### config.mk
export PLATFORM = sky130hd
export DESIGN_NAME = ball_plate_observer_state_feedback_flat
export DESIGN_NICKNAME = d
export VERILOG_FILES = /design/src/design/bpo_pkg.sv /design/src/design/bpo_if.sv /design/src/design/ball_plate_observer_state_feedback.sv /design/src/flat_wrapper.sv
export VERILOG_INCLUDE_DIRS = /design/src /design/src/design
export SDC_FILE = /design/constraint.sdc
export NUM_CORES = 2
export LEC_CHECK = 0
export BUFFER_PORTS_ARGS = -buffer_cell sky130_fd_sc_hd__buf_2
export CAP_MARGIN = 20
export CORE_MARGIN = 2
export CORE_UTILIZATION = 45
export CTS_CLUSTER_SIZE = 28
export DETAILED_ROUTE_END_ITERATION = 7
export MAX_ROUTING_LAYER = met4
export PLACE_DENSITY = 0.63
export SYNTH_ARGS = -nofsm -noshare
export SYNTH_HDL_FRONTEND = slang
export SYNTH_SLANG_ARGS = --single-unit
### constraint.sdc
create_clock -name clk -period 18.4 [get_ports clk]
set_clock_uncertainty 0.1 [all_clocks]
set_input_delay 1.84 -clock clk [delete_from_list [all_inputs] [get_ports clk]]
set_output_delay 1.84 -clock clk [all_outputs]
set_load 0.05 [all_outputs]
### src/design/assert_macros.svh
`ifndef ASSERT_MACROS_SVH
`define ASSERT_MACROS_SVH

// Same-cycle implication, checked out of reset
`define BPO_ASSERT_IMPL(label, ante, cons) \
  label: assert property (@(posedge clk) disable iff (rst) (ante) |-> (cons)) \
    else $error("bpo check failed");

// Next-cycle implication, checked out of reset
`define BPO_ASSERT_NEXT(label, ante, cons) \
  label: assert property (@(posedge clk) disable iff (rst) (ante) |=> (cons)) \
    else $error("bpo check failed");

`endif

### src/design/bpo_pkg.sv
package bpo_pkg;

  localparam int FRAC_BITS = 16;
  localparam int WORD_W    = 32;

  typedef logic signed [WORD_W-1:0] word_t;
  typedef logic [21:0] coef_t;

  localparam word_t WMAX = 32'sh7FFF_FFFF;
  localparam word_t WMIN = 32'sh8000_0000;

  // Q16.16 coefficients, rounded to nearest
  localparam coef_t C_A01  = 22'd1311;
  localparam coef_t C_BPOS = 22'd92;
  localparam coef_t C_BVEL = 22'd9184;
  localparam coef_t C_KX   = 22'd7864;
  localparam coef_t C_KY   = 22'd6554;
  localparam coef_t C_KC   = 22'd1311;
  localparam coef_t C_G00  = 22'd47;
  localparam coef_t C_G01  = 22'd38;
  localparam coef_t C_G12  = 22'd33;
  localparam coef_t C_G13  = 22'd41;
  localparam coef_t C_DEG  = 22'd3754936;

  // ceil(2^32 / 3492) and ceil(2^32 / 2850): exact quotients for 20-bit numerators
  localparam coef_t C_MAPX = 22'd1229945;
  localparam coef_t C_MAPY = 22'd1507007;

  localparam word_t Q_45 = 32'sd2949120;
  localparam word_t Q_38 = 32'sd2490368;
  localparam word_t Q_57 = 32'sd3735552;
  localparam word_t Q_34 = 32'sd2228224;
  localparam word_t Q_51 = 32'sd3342336;

  // Register indexes
  localparam logic [1:0] REG_TARGET_X = 2'd0;
  localparam logic [1:0] REG_TARGET_Y = 2'd1;
  localparam logic [1:0] REG_TRIM_X   = 2'd2;
  localparam logic [1:0] REG_TRIM_Y   = 2'd3;

  function automatic word_t sat33(input logic signed [32:0] v);
    word_t r;
    if (v[32] != v[31]) r = v[32] ? WMIN : WMAX;
    else r = v[31:0];
    return r;
  endfunction

  function automatic word_t sadd(input word_t a, input word_t b);
    return sat33({a[31], a} + {b[31], b});
  endfunction

  function automatic word_t ssub(input word_t a, input word_t b);
    return sat33({a[31], a} - {b[31], b});
  endfunction

  function automatic word_t negsat(input word_t a);
    return (a == WMIN) ? WMAX : -a;
  endfunction

  // Apply sign to a magnitude, saturating to the word
  function automatic word_t mag_to_word(input logic [43:0] m, input logic neg);
    word_t r;
    if (m[43:31] != '0) r = neg ? WMIN : WMAX;
    else if (neg) r = -$signed({1'b0, m[30:0]});
    else r = $signed({1'b0, m[30:0]});
    return r;
  endfunction

  function automatic word_t clampq(input word_t v, input word_t lo, input word_t hi);
    word_t r;
    if (v < lo) r = lo;
    else if (v > hi) r = hi;
    else r = v;
    return r;
  endfunction

  function automatic logic [5:0] to_deg(input word_t v);
    logic [5:0] r;
    if (v[31]) r = 6'd0;
    else if (v[30:16] > 15'd63) r = 6'd63;
    else r = v[21:16];
    return r;
  endfunction

endpackage

### src/design/bpo_if.sv
interface bpo_in_if;
  logic               valid;
  logic               ready;
  logic signed [12:0] touch_raw_x;
  logic signed [12:0] touch_raw_y;
  logic [19:0]        elapsed_us;

  modport source (output valid, touch_raw_x, touch_raw_y, elapsed_us, input ready);
  modport sink   (input valid, touch_raw_x, touch_raw_y, elapsed_us, output ready);
endinterface

interface bpo_out_if;
  logic              valid;
  logic              ready;
  logic [5:0]        servo_x_deg;
  logic [5:0]        servo_y_deg;
  logic signed [7:0] meas_x;
  logic signed [7:0] meas_y;
  logic              touch_held;

  modport source (output valid, servo_x_deg, servo_y_deg, meas_x, meas_y, touch_held,
                  input ready);
  modport sink   (input valid, servo_x_deg, servo_y_deg, meas_x, meas_y, touch_held,
                  output ready);
endinterface

### src/design/ball_plate_observer_state_feedback.sv
// Ball-on-plate observer and state-feedback controller. One touch item in gives one
// servo item out. A new touch item is taken only once the previous result has been
// written to the output register; a no-touch sentinel reading skips the mapping and
// holds the position. The work is done in two mapping states that map the reading
// through reciprocal products on the shared 32x22 multiplier, one bit-serial restoring
// divider that runs the two velocity divides (a load, 44 steps and a finish each), and
// 20 steps of the same multiplier for the observer, gain and degree products. A
// finished item waits in the output register while the next item is taken; a second
// finished item holds until the first is taken. The user must see that setpoints and
// trims are written over the APB port only while idle; the block does not enforce it.
`include "assert_macros.svh"

module ball_plate_observer_state_feedback (
  input  logic         clk,
  input  logic         rst,
  bpo_in_if.sink       in_item,
  bpo_out_if.source    out_item,
  input  logic         psel,
  input  logic         penable,
  input  logic         pwrite,
  input  logic [3:0]   paddr,
  input  logic [31:0]  pwdata,
  output logic [31:0]  prdata,
  output logic         pready
);

  localparam logic [3:0] S_IDLE = 4'd0;
  localparam logic [3:0] S_MAPX = 4'd1;
  localparam logic [3:0] S_MAPY = 4'd2;
  localparam logic [3:0] S_VLDX = 4'd3;
  localparam logic [3:0] S_VELX = 4'd4;
  localparam logic [3:0] S_VELY = 4'd5;
  localparam logic [3:0] S_ERR  = 4'd6;
  localparam logic [3:0] S_OBS  = 4'd7;
  localparam logic [3:0] S_DONE = 4'd8;

  localparam logic [4:0] LAST_STEP = 5'd19;
  localparam logic [5:0] VEL_STEPS = 6'd44;
  localparam logic [19:0] US_PER_S = 20'd1000000;

  logic [3:0] state;
  logic [4:0] step;

  // configuration
  logic [23:0]        target_x;
  logic signed [24:0] target_y;
  logic signed [19:0] trim_x;
  logic signed [19:0] trim_y;
  logic               cfg_wr;

  // divider
  logic [43:0] div_rq;
  logic [20:0] div_rem;
  logic [19:0] div_den;
  logic [5:0]  div_cnt;
  logic [20:0] rem_sh;
  logic [21:0] trial;

  // item working registers
  logic [19:0]        dt;
  logic [19:0]        map_nx;
  logic [19:0]        map_ny;
  logic               held;
  logic signed [8:0]  px;
  logic signed [7:0]  py;
  logic signed [8:0]  last_x;
  logic signed [7:0]  last_y;
  logic               vneg;
  bpo_pkg::word_t     vx, vy;
  bpo_pkg::word_t     est [4];
  bpo_pkg::word_t     drive [2];
  bpo_pkg::word_t     err [4];
  bpo_pkg::word_t     acc, tmp, d0, d1, ph0, ph1;
  logic [5:0]         sx;

  // shared multiplier
  bpo_pkg::coef_t     coef;
  bpo_pkg::word_t     opnd;
  logic [31:0]        opnd_mag;
  logic [53:0]        prod;
  logic               prod_neg;
  bpo_pkg::word_t     pw;

  // input-side combinational
  logic signed [12:0] rx_c, ry_c;
  logic [11:0]        rx_off, ry_off;
  logic [19:0]        nx, ny;
  logic               held_in;
  logic signed [9:0]  dx, dy;
  logic [9:0]         dx_mag, dy_mag;
  logic [29:0]        vnum_x, vnum_y;
  bpo_pkg::word_t     vres;

  logic out_valid;
  logic [5:0] o_sx, o_sy;
  logic signed [7:0] o_mx, o_my;
  logic o_held;

  assign pready = 1'b1;
  assign cfg_wr = psel && penable && pwrite;

  always_comb begin
    unique case (paddr[3:2])
      bpo_pkg::REG_TARGET_X: prdata = {8'd0, target_x};
      bpo_pkg::REG_TARGET_Y: prdata = {{7{target_y[24]}}, target_y};
      bpo_pkg::REG_TRIM_X:   prdata = {{12{trim_x[19]}}, trim_x};
      bpo_pkg::REG_TRIM_Y:   prdata = {{12{trim_y[19]}}, trim_y};
      default:               prdata = '0;
    endcase
  end

  assign in_item.ready        = (state == S_IDLE);
  assign out_item.valid       = out_valid;
  assign out_item.servo_x_deg = o_sx;
  assign out_item.servo_y_deg = o_sy;
  assign out_item.meas_x      = o_mx;
  assign out_item.meas_y      = o_my;
  assign out_item.touch_held  = o_held;

  // position mapping numerators
  always_comb begin
    held_in = (in_item.touch_raw_x == -13'sd3072) || (in_item.touch_raw_y == 13'sd1023);
    rx_c = (in_item.touch_raw_x < -13'sd3072) ? -13'sd3072 :
           (in_item.touch_raw_x > 13'sd1023) ? 13'sd1023 : in_item.touch_raw_x;
    ry_c = (in_item.touch_raw_y < -13'sd2500) ? -13'sd2500 :
           (in_item.touch_raw_y > 13'sd1023) ? 13'sd1023 : in_item.touch_raw_y;
    rx_off = 12'(rx_c + 13'sd3072);
    ry_off = 12'(ry_c + 13'sd2500);
    nx = 20'(rx_off * 8'd164);
    ny = 20'(ry_off * 7'd100);
  end

  // velocity numerators
  always_comb begin
    dx = {px[8], px} - {last_x[8], last_x};
    dy = {{2{py[7]}}, py} - {{2{last_y[7]}}, last_y};
    dx_mag = dx[9] ? 10'(-dx) : 10'(dx);
    dy_mag = dy[9] ? 10'(-dy) : 10'(dy);
    vnum_x = 30'(dx_mag * US_PER_S);
    vnum_y = 30'(dy_mag * US_PER_S);
    vres = bpo_pkg::mag_to_word(div_rq, vneg);
  end

  // one restoring step
  always_comb begin
    rem_sh = {div_rem[19:0], div_rq[43]};
    trial  = {1'b0, rem_sh} - {2'b00, div_den};
  end

  // multiplier operand schedule
  always_comb begin
    if (state == S_MAPX) begin
      coef = bpo_pkg::C_MAPX;
      opnd = {12'd0, map_nx};
    end else if (state == S_MAPY) begin
      coef = bpo_pkg::C_MAPY;
      opnd = {12'd0, map_ny};
    end else begin
      unique case (step)
        5'd0:  begin coef = bpo_pkg::C_A01;  opnd = est[1];   end
        5'd1:  begin coef = bpo_pkg::C_BPOS; opnd = drive[0]; end
        5'd2:  begin coef = bpo_pkg::C_KX;   opnd = err[0];   end
        5'd3:  begin coef = bpo_pkg::C_KC;   opnd = err[1];   end
        5'd4:  begin coef = bpo_pkg::C_BVEL; opnd = drive[0]; end
        5'd5:  begin coef = bpo_pkg::C_KX;   opnd = err[1];   end
        5'd6:  begin coef = bpo_pkg::C_A01;  opnd = est[3];   end
        5'd7:  begin coef = bpo_pkg::C_BPOS; opnd = drive[1]; end
        5'd8:  begin coef = bpo_pkg::C_KY;   opnd = err[2];   end
        5'd9:  begin coef = bpo_pkg::C_KC;   opnd = err[3];   end
        5'd10: begin coef = bpo_pkg::C_BVEL; opnd = drive[1]; end
        5'd11: begin coef = bpo_pkg::C_KY;   opnd = err[3];   end
        5'd12: begin coef = bpo_pkg::C_G00;  opnd = d0;       end
        5'd13: begin coef = bpo_pkg::C_G01;  opnd = est[1];   end
        5'd14: begin coef = bpo_pkg::C_G12;  opnd = d1;       end
        5'd15: begin coef = bpo_pkg::C_G13;  opnd = est[3];   end
        5'd16: begin coef = bpo_pkg::C_DEG;  opnd = drive[0]; end
        5'd17: begin coef = bpo_pkg::C_DEG;  opnd = drive[1]; end
        default: begin coef = '0;            opnd = '0;       end
      endcase
    end
    opnd_mag = opnd[31] ? 32'(-opnd) : 32'(opnd);
    pw = bpo_pkg::mag_to_word({6'd0, prod[53:16]}, prod_neg);
  end

  always_ff @(posedge clk) begin
    prod     <= opnd_mag * coef;
    prod_neg <= opnd[31];
  end

  always_ff @(posedge clk) begin
    if (rst) begin
      state     <= S_IDLE;
      step      <= '0;
      div_cnt   <= '0;
      out_valid <= 1'b0;
      last_x    <= '0;
      last_y    <= '0;
      for (int i = 0; i < 4; i++) est[i] <= '0;
      drive[0]  <= '0;
      drive[1]  <= '0;
      target_x  <= 24'd6553600;
      target_y  <= -25'sd9830400;
      trim_x    <= -20'sd183501;
      trim_y    <= -20'sd183501;
    end else begin
      if (cfg_wr) begin
        unique case (paddr[3:2])
          bpo_pkg::REG_TARGET_X: target_x <= pwdata[23:0];
          bpo_pkg::REG_TARGET_Y: target_y <= pwdata[24:0];
          bpo_pkg::REG_TRIM_X:   trim_x   <= pwdata[19:0];
          bpo_pkg::REG_TRIM_Y:   trim_y   <= pwdata[19:0];
          default: ;
        endcase
      end

      if (div_cnt != '0) begin
        div_cnt <= div_cnt - 6'd1;
        if (!trial[21]) begin
          div_rem <= trial[20:0];
          div_rq  <= {div_rq[42:0], 1'b1};
        end else begin
          div_rem <= rem_sh;
          div_rq  <= {div_rq[42:0], 1'b0};
        end
      end

      if (out_valid && out_item.ready && state != S_DONE) out_valid <= 1'b0;

      unique case (state)
        S_IDLE: begin
          if (in_item.valid) begin
            dt     <= (in_item.elapsed_us == '0) ? 20'd1 : in_item.elapsed_us;
            held   <= held_in;
            map_nx <= nx;
            map_ny <= ny;
            if (held_in) begin
              px    <= last_x;
              py    <= last_y;
              state <= S_VLDX;
            end else begin
              state <= S_MAPX;
            end
          end
        end
        S_MAPX: begin
          state <= S_MAPY;
        end
        S_MAPY: begin
          // quotient is the product shifted down by 32
          px    <= $signed({1'b0, prod[39:32]}) - 9'sd82;
          state <= S_VLDX;
        end
        S_VLDX: begin
          if (!held) py <= $signed({1'b0, prod[38:32]}) - 8'sd50;
          div_rq  <= {vnum_x[27:0], 16'd0};
          div_rem <= '0;
          div_den <= dt;
          div_cnt <= VEL_STEPS;
          vneg    <= dx[9];
          state   <= S_VELX;
        end
        S_VELX: begin
          if (div_cnt == '0) begin
            vx      <= vres;
            div_rq  <= {vnum_y[27:0], 16'd0};
            div_rem <= '0;
            div_cnt <= VEL_STEPS;
            vneg    <= dy[9];
            state   <= S_VELY;
          end
        end
        S_VELY: begin
          if (div_cnt == '0) begin
            vy     <= vres;
            last_x <= px;
            last_y <= py;
            state  <= S_ERR;
          end
        end
        S_ERR: begin
          err[0] <= bpo_pkg::ssub({{7{px[8]}}, px, 16'd0}, est[0]);
          err[1] <= bpo_pkg::ssub(vx, est[1]);
          err[2] <= bpo_pkg::ssub({{8{py[7]}}, py, 16'd0}, est[2]);
          err[3] <= bpo_pkg::ssub(vy, est[3]);
          step   <= '0;
          state  <= S_OBS;
        end
        S_OBS: begin
          // each step consumes the product issued one step earlier
          case (step)
            5'd1:  acc    <= bpo_pkg::sadd(est[0], pw);
            5'd2:  acc    <= bpo_pkg::sadd(acc, pw);
            5'd3:  tmp    <= pw;
            5'd4:  est[0] <= bpo_pkg::sadd(acc, bpo_pkg::sadd(tmp, pw));
            5'd5: begin
              acc <= bpo_pkg::sadd(est[1], pw);
              d0  <= bpo_pkg::ssub(est[0], $signed({8'd0, target_x}));
            end
            5'd6:  est[1] <= bpo_pkg::sadd(acc, pw);
            5'd7:  acc    <= bpo_pkg::sadd(est[2], pw);
            5'd8:  acc    <= bpo_pkg::sadd(acc, pw);
            5'd9:  tmp    <= pw;
            5'd10: est[2] <= bpo_pkg::sadd(acc, bpo_pkg::sadd(tmp, pw));
            5'd11: begin
              acc <= bpo_pkg::sadd(est[3], pw);
              d1  <= bpo_pkg::ssub(est[2], {{7{target_y[24]}}, target_y});
            end
            5'd12: est[3]   <= bpo_pkg::sadd(acc, pw);
            5'd13: tmp      <= pw;
            5'd14: drive[0] <= bpo_pkg::negsat(bpo_pkg::sadd(tmp, pw));
            5'd15: tmp      <= pw;
            5'd16: drive[1] <= bpo_pkg::negsat(bpo_pkg::sadd(tmp, pw));
            5'd17: ph0 <= bpo_pkg::clampq(bpo_pkg::sadd(pw, bpo_pkg::Q_45),
                                          bpo_pkg::Q_38, bpo_pkg::Q_57);
            5'd18: begin
              ph1 <= bpo_pkg::clampq(bpo_pkg::sadd(pw, bpo_pkg::Q_45),
                                     bpo_pkg::Q_34, bpo_pkg::Q_51);
              sx  <= bpo_pkg::to_deg(bpo_pkg::ssub(ph0, {{12{trim_x[19]}}, trim_x}));
            end
            default: ;
          endcase
          if (step == LAST_STEP) state <= S_DONE;
          else step <= step + 5'd1;
        end
        S_DONE: begin
          // hold until the output register is free
          if (!out_valid || out_item.ready) begin
            o_sx      <= sx;
            o_sy      <= bpo_pkg::to_deg(bpo_pkg::ssub(ph1, {{12{trim_y[19]}}, trim_y}));
            o_mx      <= px[7:0];
            o_my      <= py;
            o_held    <= held;
            out_valid <= 1'b1;
            state     <= S_IDLE;
          end
        end
        default: state <= S_IDLE;
      endcase
    end
  end

  `BPO_ASSERT_NEXT(a_busy_after_accept, in_item.valid && in_item.ready, !in_item.ready)
  `BPO_ASSERT_IMPL(a_div_in_div_state, div_cnt != '0, state == S_VELX || state == S_VELY)
  `BPO_ASSERT_IMPL(a_result_from_done, $rose(out_valid), $past(state) == S_DONE)
  `BPO_ASSERT_IMPL(a_step_bound, state == S_OBS, step <= LAST_STEP)

endmodule

### src/flat_wrapper.sv
// flat-port wrapper written by rule: the top's interface ports become plain ports
module ball_plate_observer_state_feedback_flat 
  (clk, rst, psel, penable, pwrite, paddr, pwdata, prdata, pready, in_item_valid, in_item_touch_raw_x, in_item_touch_raw_y, in_item_elapsed_us, in_item_ready, out_item_valid, out_item_servo_x_deg, out_item_servo_y_deg, out_item_meas_x, out_item_meas_y, out_item_touch_held, out_item_ready);
  bpo_in_if in_item_i ();
  bpo_out_if out_item_i ();
  input  logic clk;
  input  logic rst;
  input  logic psel;
  input  logic penable;
  input  logic pwrite;
  input  logic [3:0] paddr;
  input  logic [31:0] pwdata;
  output logic [31:0] prdata;
  output logic pready;
  input wire logic [$bits(in_item_i.valid)-1:0] in_item_valid;
  input wire logic [$bits(in_item_i.touch_raw_x)-1:0] in_item_touch_raw_x;
  input wire logic [$bits(in_item_i.touch_raw_y)-1:0] in_item_touch_raw_y;
  input wire logic [$bits(in_item_i.elapsed_us)-1:0] in_item_elapsed_us;
  output wire logic [$bits(in_item_i.ready)-1:0] in_item_ready;
  output wire logic [$bits(out_item_i.valid)-1:0] out_item_valid;
  output wire logic [$bits(out_item_i.servo_x_deg)-1:0] out_item_servo_x_deg;
  output wire logic [$bits(out_item_i.servo_y_deg)-1:0] out_item_servo_y_deg;
  output wire logic [$bits(out_item_i.meas_x)-1:0] out_item_meas_x;
  output wire logic [$bits(out_item_i.meas_y)-1:0] out_item_meas_y;
  output wire logic [$bits(out_item_i.touch_held)-1:0] out_item_touch_held;
  input wire logic [$bits(out_item_i.ready)-1:0] out_item_ready;
  assign in_item_i.valid = in_item_valid;
  assign in_item_i.touch_raw_x = in_item_touch_raw_x;
  assign in_item_i.touch_raw_y = in_item_touch_raw_y;
  assign in_item_i.elapsed_us = in_item_elapsed_us;
  assign in_item_ready = in_item_i.ready;
  assign out_item_valid = out_item_i.valid;
  assign out_item_servo_x_deg = out_item_i.servo_x_deg;
  assign out_item_servo_y_deg = out_item_i.servo_y_deg;
  assign out_item_meas_x = out_item_i.meas_x;
  assign out_item_meas_y = out_item_i.meas_y;
  assign out_item_touch_held = out_item_i.touch_held;
  assign out_item_i.ready = out_item_ready;
  ball_plate_observer_state_feedback u_core (.clk(clk), .rst(rst), .in_item(in_item_i), .out_item(out_item_i), .psel(psel), .penable(penable), .pwrite(pwrite), .paddr(paddr), .pwdata(pwdata), .prdata(prdata), .pready(pready));
endmodule
==> impl_metrics.json <==
{
  "outcome": "complete, but fails checks",
  "violations": "design-rule violations",
  "cts_buffer_depth": 3,
  "place_congestion": 1.03,
  "wl_per_cell_microns": 26.3,
  "overflow": 0,
  "regToRegSetupSlack_ns": 3.49,
  "synth_seq_area_share_pct": 29.2,
  "die_h_microns": 452,
  "path_delay_family": "compound AO/OA/AOI/OAI gates",
  "core_area_sq_mm": 0.199,
  "first_pass_iters": 8,
  "place_area_sq_mm": 0.0948,
  "final_cell_area_sq_mm": 0.0983,
  "cts_resized": 0,
  "die_w_microns": 452,
  "cpMostUsedCell": "fa_1",
  "post-cts-setup-buffers": 0,
  "area_growth_pct": 9.07,
  "cp.arrival_ns": 15.41,
  "io_buffers": 142,
  "syn_area_per_cell_sq_um": 9.23,
  "critPathLaunchType": "flop",
  "initial_core_util_pct": 45.2,
  "synth_area_leaders": "edfxtp_1 26%, fa_1 15%, ha_1 12%",
  "grt_pass1_vias": 73100,
  "finalSetupViolCount": 0,
  "end_kind": "flop",
  "finalSetupTns_ns": 0,
  "slew-limit-headroom_pct": 8.83,
  "nets": 11500,
  "slowest_delay_ns": 0.87,
  "crit_fanout": 31,
  "min_to": "u_core.out_item.servo_x_deg[1]",
  "routed_wl_microns": 333000,
  "ant_nets": 0,
  "remaining_drc_errors": 1,
  "antenna_found_initial": 15,
  "slew_violations": 0,
  "path_buf_inv": 4,
  "die_area_sq_mm": 0.204,
  "dp.final_hpwl_microns": 266000,
  "rsz0062_at_grt": "no",
  "synth_cells": 9760,
  "grt_max_degree": 70,
  "synthArstFlopShare_pct": 0,
  "synth_top_area_share_pct": 25.6,
  "finalCritPeriodShare_pct": 81.0,
  "insertion_delay_ns": 0.78,
  "path_class": "flop to flop",
  "cts.clk_slew.worst_paths_ns": 0.06,
  "worstReg2RegEnd": "u_core.prod[51]",
  "crit_path_top_delay_cell": "a2111oi_1",
  "tightest_slew_ns": 1.37,
  "rows": 164,
  "hp-start": "u_core.sx[1]",
  "initialDrtViolationCount": 7804,
  "ys_ff_latch": 930,
  "io_pins": 153,
  "fin_crit_ns": 14.91,
  "cts.sinks": 930,
  "whs_path_depth": 0,
  "hold_violations": 0,
  "reg2reg_depth": 42,
  "hold_buffers": 0,
  "ys_types": 100,
  "finalNonFillerCells": 12700,
  "cts_tree": "yes",
  "placed_cells": 12500,
  "viasPerCell": 5.92,
  "drv_cap": 0,
  "htreeDepth": 3,
  "syn_area_sq_mm": 0.0901,
  "synth_ff_type": "edfxtp_1",
  "yosys.area.top_type": "edfxtp_1",
  "drive_gt1_share_pct": 6.72,
  "rr_startpoint": "u_core.step[2]",
  "yosys_warnings": 0,
  "cts_made_buffers": 103,
  "final_core_util_pct": 49.3,
  "fmax_mhz": 67.1,
  "hold_class": "flop to flop",
  "grt_usage_pct": 33.1,
  "vias": 75000,
  "cp.required_ns": 18.90,
  "cts_root_buf": "clkbuf_16",
  "grt_pass1_wl_microns": 484000,
  "synth_edf_count": 769
}
Yosys cell counts (46+ instances only):
master	count
and2_1	128
nor2b_1	93
nor2_1	802
clkbuf_1	318
o21bai_1	94
nand2b_1	130
o211ai_1	52
nand3_1	116
o21a_1	65
a21o_1	208
or3_1	50
a21oi_1	823
xor2_1	230
inv_1	1172
o31ai_1	46
o21ai_0	515
nor3_1	132
maj3_1	51
dfxtp_1	161
ha_1	867
a211oi_1	51
xnor2_1	355
a31oi_1	99
fa_1	672
nand2_1	978
edfxtp_1	769
metrics by stage:
step | hold slack (ns) | setup slack, ns
floorplan | 0.300 | 3.03
global placement | 0.303 | 3.92
detailed placement | 0.305 | 3.70
CTS | 0.316 | 3.55
global route | 0.324 | 2.88
finish | 0.315 | 3.49
layout make-up:
cell class,instances,area (sq um)
antenna,9,22.5
clock buffer,147,2940
clock inverter,49,479
fill,18900,101000
inverter,1174,4410
multi-input combinational,7368,58500
sequential,930,26300
tap,2656,3320
timing repair buffer,344,2280
cells in the final DEF, fill, tap and decap left out, types with 46 or more instances in the layout:
cell type / Yosys / layout
nand3_1: 116 / 115
or3_1: 50 / 50
a31oi_1: 99 / 98
dfxtp_1: 161 / 159
nor2b_1: 93 / 93
xor2_1: 230 / 229
nor2_1: 802 / 787
maj3_1: 51 / 51
o21bai_1: 94 / 94
inv_1: 1172 / 1171
o211ai_1: 52 / 52
a211oi_1: 51 / 50
conb_1: 2 / 71
ha_1: 867 / 867
fa_1: 672 / 672
o31ai_1: 46 / 46
nand2b_1: 130 / 130
edfxtp_1: 769 / 769
buf_2: 17 / 142
buf_4: 8 / 196
o21ai_0: 515 / 509
and2_1: 128 / 129
a21oi_1: 823 / 816
nand2_1: 978 / 975
clkbuf_16: 0 / 107
a21o_1: 208 / 207
o21a_1: 65 / 65
xnor2_1: 355 / 353
nor3_1: 132 / 124
logic make-up after synthesis:
| logic type | share of synthesized area [%] |
|---|---|
| simple gates | 13.8 |
| other cells | 0.00833 |
| mux | 1.06 |
| compound gates | 16.2 |
| flops | 29.2 |
| fa+ha+maj | 27.5 |
| xor+xnor | 5.70 |
| buf+inv | 6.45 |
registers in the layout, indices dropped and copies added (netlist names), 25 cells and up:
signal,count
u_core.target_y,25
u_core.d0,32
u_core.vx,32
u_core.est,128
u_core.vy,32
u_core.div_rq,44
u_core.prod,38
u_core.d1,32
u_core.acc,32
u_core.tmp,32
u_core.err,128
u_core.ph1,32
u_core.ph0,32
u_core.drive,64
worst max-delay path by stage:
stage                   start               end  slack, ns  depth (start not counted)
2_1_floorplan             rst  u_core.err[0][0]       3.03                          3
3_3_place_gp   u_core.step[2]   u_core.prod[51]       3.92                         44
3_5_place_dp   u_core.step[2]   u_core.prod[51]       3.70                         44
4_1_cts        u_core.step[2]   u_core.prod[51]       3.55                         44
5_1_grt        u_core.step[2]   u_core.prod[51]       2.88                         44
6_report       u_core.step[2]   u_core.prod[51]       3.49                         42
per-layer routing:
layer | share of wire (%) | wire length [microns] | GRT usage, % | vias up
met2 | 45 | 149000 | 50.6 | 3184
met3 | 8.2 | 27200 | 5.12 | 659
met5 | 0 | 0 | - | -
li1 | - | - | - | 34000
met4 | 5.9 | 19700 | 16.5 | 0
met1 | 41 | 137000 | 42.7 | 37200
Power is left out: the tool's default activity adds up to more than one toggle a clock period on the data nets, which glitch-free logic cannot reach.
